<file path="src/hw/rtl/rsput_pkg.sv">
// Shared widths and operation codes for the range-sum point-update tree.
`default_nettype none

package rsput_pkg;

	localparam int POS_W = 11;
	localparam int VAL_W = 32;
	localparam int SUM_W = 64;

	localparam logic OP_QUERY = 1'b0;
	localparam logic OP_SET   = 1'b1;

endpackage

`default_nettype wire

</file>
<file path="src/hw/rtl/rsput_decode.sv">
// Request decode: set position check, range swap and clamp, tree node indexes.
`default_nettype none

module rsput_decode #(
	parameter int SIZE = 1024
) (
	input  wire logic [rsput_pkg::POS_W-1:0]     first_pos,
	input  wire logic [rsput_pkg::POS_W-1:0]     last_pos,
	output logic                                 set_ok,
	output logic [$clog2(2*SIZE)-1:0]            leaf_idx,
	output logic [$clog2(2*SIZE+1)-1:0]          lo_idx,
	output logic [$clog2(2*SIZE+1)-1:0]          hi_idx
);
	import rsput_pkg::*;

	localparam int ADDR_W = $clog2(2*SIZE);
	localparam int NODE_W = $clog2(2*SIZE+1);

	logic [POS_W-1:0] lo_raw;
	logic [POS_W-1:0] hi_raw;
	logic [31:0]      a32;
	logic [31:0]      lo32;
	logic [31:0]      hi32;
	logic [31:0]      leaf32;
	logic [31:0]      l32;
	logic [31:0]      r32;
	logic             empty;

	// Validate set position and map it to its leaf node
	always_comb begin
		a32    = 32'(first_pos);
		set_ok = (first_pos != '0) && (a32 <= 32'(SIZE));
		leaf32 = 32'(SIZE) + a32 - 32'd1;
		leaf_idx = leaf32[ADDR_W-1:0];
	end

	// Order the ends, clamp to the store, form half-open node bounds
	always_comb begin
		if (first_pos > last_pos) begin
			lo_raw = last_pos;
			hi_raw = first_pos;
		end else begin
			lo_raw = first_pos;
			hi_raw = last_pos;
		end
		lo32  = (lo_raw == '0) ? 32'd1 : 32'(lo_raw);
		hi32  = (32'(hi_raw) > 32'(SIZE)) ? 32'(SIZE) : 32'(hi_raw);
		empty = lo32 > hi32;
		l32   = 32'(SIZE) + lo32 - 32'd1;
		r32   = 32'(SIZE) + hi32;
		// An empty range gets equal bounds so the walk ends at once
		lo_idx = empty ? '0 : l32[NODE_W-1:0];
		hi_idx = empty ? '0 : r32[NODE_W-1:0];
	end

endmodule

`default_nettype wire

</file>
<file path="config.mk">
export PLATFORM = sky130hd
export DESIGN_NAME = rsput_decode
export DESIGN_NICKNAME = d
export VERILOG_FILES = /design/src/hw/rtl/rsput_pkg.sv /design/src/hw/rtl/rsput_decode.sv
export SDC_FILE = /design/constraint.sdc
export NUM_CORES = 1
export LEC_CHECK = 0
export ABC_CLOCK_PERIOD_IN_PS = 9100
export BUFFER_PORTS_ARGS = -buffer_cell sky130_fd_sc_hd__buf_2
export CAP_MARGIN = 20
export CORE_MARGIN = 5
export CORE_UTILIZATION = 29
export DETAILED_ROUTE_END_ITERATION = 7
export PLACE_DENSITY = 0.56
export SLEW_MARGIN = 20
export SYNTH_ARGS = -nofsm -noshare
export SYNTH_HDL_FRONTEND = slang
export SYNTH_SLANG_ARGS = --single-unit
</file>
<file path="constraint.sdc">
create_clock -name vclk -period 9.1
set_clock_uncertainty 0.2 [all_clocks]
set_input_delay 0.455 -clock vclk [all_inputs]
set_output_delay 0.455 -clock vclk [all_outputs]
set_load 0.03 [all_outputs]
</file>
==> impl_metrics.csv <==
group,metric,value,unit
setup_path,slowest_stage,"sky130_fd_sc_hd__nor2_4",
setup_path,setup.worst_path.start_class,"primary input",
timing,unrepaired_setup_endpoints_after_global_routing,"false",
timing,final_max_tran_viols,0,
floorplan,initial_core_util,0.2993,
floorplan,rows,27,
logic_synthesis,synthesized_area_fraction_occupied_by_and_or_nand_nor_cells,0.3068,
setup_path,crit_path_max_incr_delay,0.85,ns
logic_synthesis,part_of_the_yosys_area_used_for_sequential_elements,0,
logic_synthesis,synth_nets,278,
power,p_leak,0.9272,nW
floorplan,core_area,5507,sq um
routing,avgViaCountPerCell,5.222,
place,dp_hpwl,4518,microns
place,globalplace.congestion,0.8140,
logic_synthesis,largest_family_of_logic_cells_by_synthesized_area,"simple AND/OR/NAND/NOR gates",
floorplan,floorplan.die_area,7290,sq um
setup_path,cpMostUsedCell,"sky130_fd_sc_hd__a21oi_1",
setup_path,crit_chain,"buf_2 > inv_1 > ha_1 > nand4_1 > a211oi_2 > a2111oi_4 > nor2_4 > nand2_1 > o211a_2 > or2_1 > ha_1 > a21o_1 > a21oi_1 > a21oi_1 > o211ai_1 > a21oi_1 > buf_4 > o31ai_1 > buf_2",
timing,holdWs,1.127,ns
logic_synthesis,post_synth_inst_count,231,
layout,mostFrequentLayoutCell,"sky130_fd_sc_hd__buf_2",
layout,seq_cell_count,0,
power,power,0.2278,mW
routing,wl_per_cell,15.03,microns
timing,timing.final.setup_violations,0,
power,worst_ir_drop_vdd,73.26,uV
logic_synthesis,synthMuxAreaShare,0.1731,
place,port_buffers,58,
logic_synthesis,synth_warnings,0,
grt,number_of_antenna_violations_at_the_first_check_in_global_routing,0,
setup_path,critical_path.top_delay_family,"compound AO/OA/AOI/OAI gates",
layout,final_nets,329,
floorplan,ioPinCount,58,
power,sequentialPowerShare,0,
setup_path,critical_path_required,8.45,ns
setup_path,critPathKind,"primary input to output port",
power,total_switching_power,0.1523,mW
power,pwr-share-comb,1.000,
grt,grt_remaining_overflow,0,
layout,most-common-layout-cells,"58 x sky130_fd_sc_hd__buf_2, 25 x sky130_fd_sc_hd__ha_1, 21 x sky130_fd_sc_hd__nor2_1",
logic_synthesis,post_synth_fa_ha_maj_area_fraction,0.1898,
timing,min_period,5.700,ns
cts,cts_repair_resize_count,0,
routing,detail_route.wirelength,5290,microns
floorplan,die_y,85.38,microns
power,internal_power,0.07550,mW
logic_synthesis,ys_top_cells_by_area,"sky130_fd_sc_hd__ha_1 19%, sky130_fd_sc_hd__mux2i_1 11%, sky130_fd_sc_hd__nor2_1 4.8%",
floorplan,dieWidth,85.38,microns
layout,diode_insertion_count_for_antenna_repair,0,
routing,detailedRoute.firstIterationViolations,87,
routing,remaining_drc_errors,0,
routing,dr_total_vias,1838,
setup_path,timing.critical_path.buf_inv,4,
timing,timing_hold_violations_final,0,
routing,drt_pass1_iterations,4,
power,clkPwrFrac,0,
grt,grt_first_pass_wirelength,8845,microns
hold_path,class_of_the_tightest_hold_or_removal_check,"primary input to output port",
setup_path,cp_max_fo,40,
routing,final_antenna_net_count,0,
logic_synthesis,synth_xor_xnor_area_share,0.06910,
timing,final_period_utilization,0.6264,
logic_synthesis,top_cell_type_by_total_area_after_synthesis,"sky130_fd_sc_hd__ha_1",
timing,fin_ws,3.400,ns
cts,cts_hold_repair.buffers,0,
outcome,outcome,"completed",
timing,maxSlewHeadroom,0.2886,
setup_path,worstSetupEndpointType,"output port",
grt,grt_start_max_net_pins,41,
power,switching_share,0.6686,
logic_synthesis,yosys.cell_types.count,46,
logic_synthesis,synth_largest_type_area_fraction,0.1898,
timing,fmaxAchievable,0.1754,GHz
layout,layout-drive-gt1-share,0.2714,
layout,synth_to_final_area_change,20.73,%
grt,global_route.usage.total,0.1455,
logic_synthesis,synth_area_per_cell,7.133,sq um
logic_synthesis,synth_compound_gate_area_share,0.1845,
place,placement.setup.worst_slack,3.464,ns
setup_path,critical_path_arrival,5.05,ns
power,powerDensity,114.5,nW/um^2
flow_run,max_cap_viol_count,0,
logic_synthesis,synth_area,1648,sq um
layout,clock_buffers,0,
cts,cts_setup_buffers,0,
timing,final.setup.tns,0,ns
grt,first_global_vias,1779,
layout,register_area,0,sq um
timing,tightest_slew,1.065,ns
==> worst paths after layout <==
kind,start,end,slack [ns],depth (start not counted)
worst max-delay path,last_pos[8],lo_idx[9],3.40,19
worst min-delay path,first_pos[3],leaf_idx[3],1.13,3
==> kinds of logic after synthesis <==
logic type                 count (synthesis)
xor gates and xnor gates                  13
buffers and inverters                     29
and+or+nand+nor                           97
AOI/OAI and AO/OA                         40
muxes                                     27
adders and majority gates                 25
==> metal layers <==
metal / GRT usage / up-vias / share of wire
li1: - / 939 / -
met1: 0.2125 / 825 / 0.48
met2: 0.2493 / 74 / 0.44
met3: 0.006796 / 0 / 0.082
met4: 0 / 0 / 0
met5: 0 / - / 0
==> Yosys cell counts (all sizes together) (4+ instances only) <==
cell,count
ha,25
nor2,22
inv,18
mux2i,18
nand2,17
a21oi,13
nor3,13
mux2,9
nand3,9
or2,9
xnor2,9
nand4,7
a211oi,6
clkbuf,6
o21ai,6
buf,5
xor2,4
==> cell type report <==
| class | count | area, sq um |
|---|---|---|
| Multi-Input combinational cell | 202 | 1526 |
| Inverter | 18 | 67.56 |
| Timing Repair Buffer | 60 | 305.3 |
| Tap cell | 72 | 90.09 |
| Fill cell | 610 | 3517 |
==> power groups by stage <==
stage          clock, mW  combinational [mW]  sequential (mW)
4_1_cts                0               0.228                0
5_1_grt                0               0.250                0
6_report               0               0.228                0
3_3_place_gp           0               0.226                0
3_5_place_dp           0               0.227                0
2_1_floorplan          0               0.166                0
==> through the flow <==
| step | area, sq um | util | instances |
|---|---|---|---|
| after floorplan | 1648 | - | 231 |
| after global placement | 1989 | 0.3613 | 352 |
| after detailed placement | 1989 | 0.3613 | 352 |
| after CTS | 1989 | 0.3613 | 352 |
| after global routing | 1989 | 0.3613 | 352 |
| final | 1989 | 0.3613 | 352 |
Power figures use the tool's default switching activity.
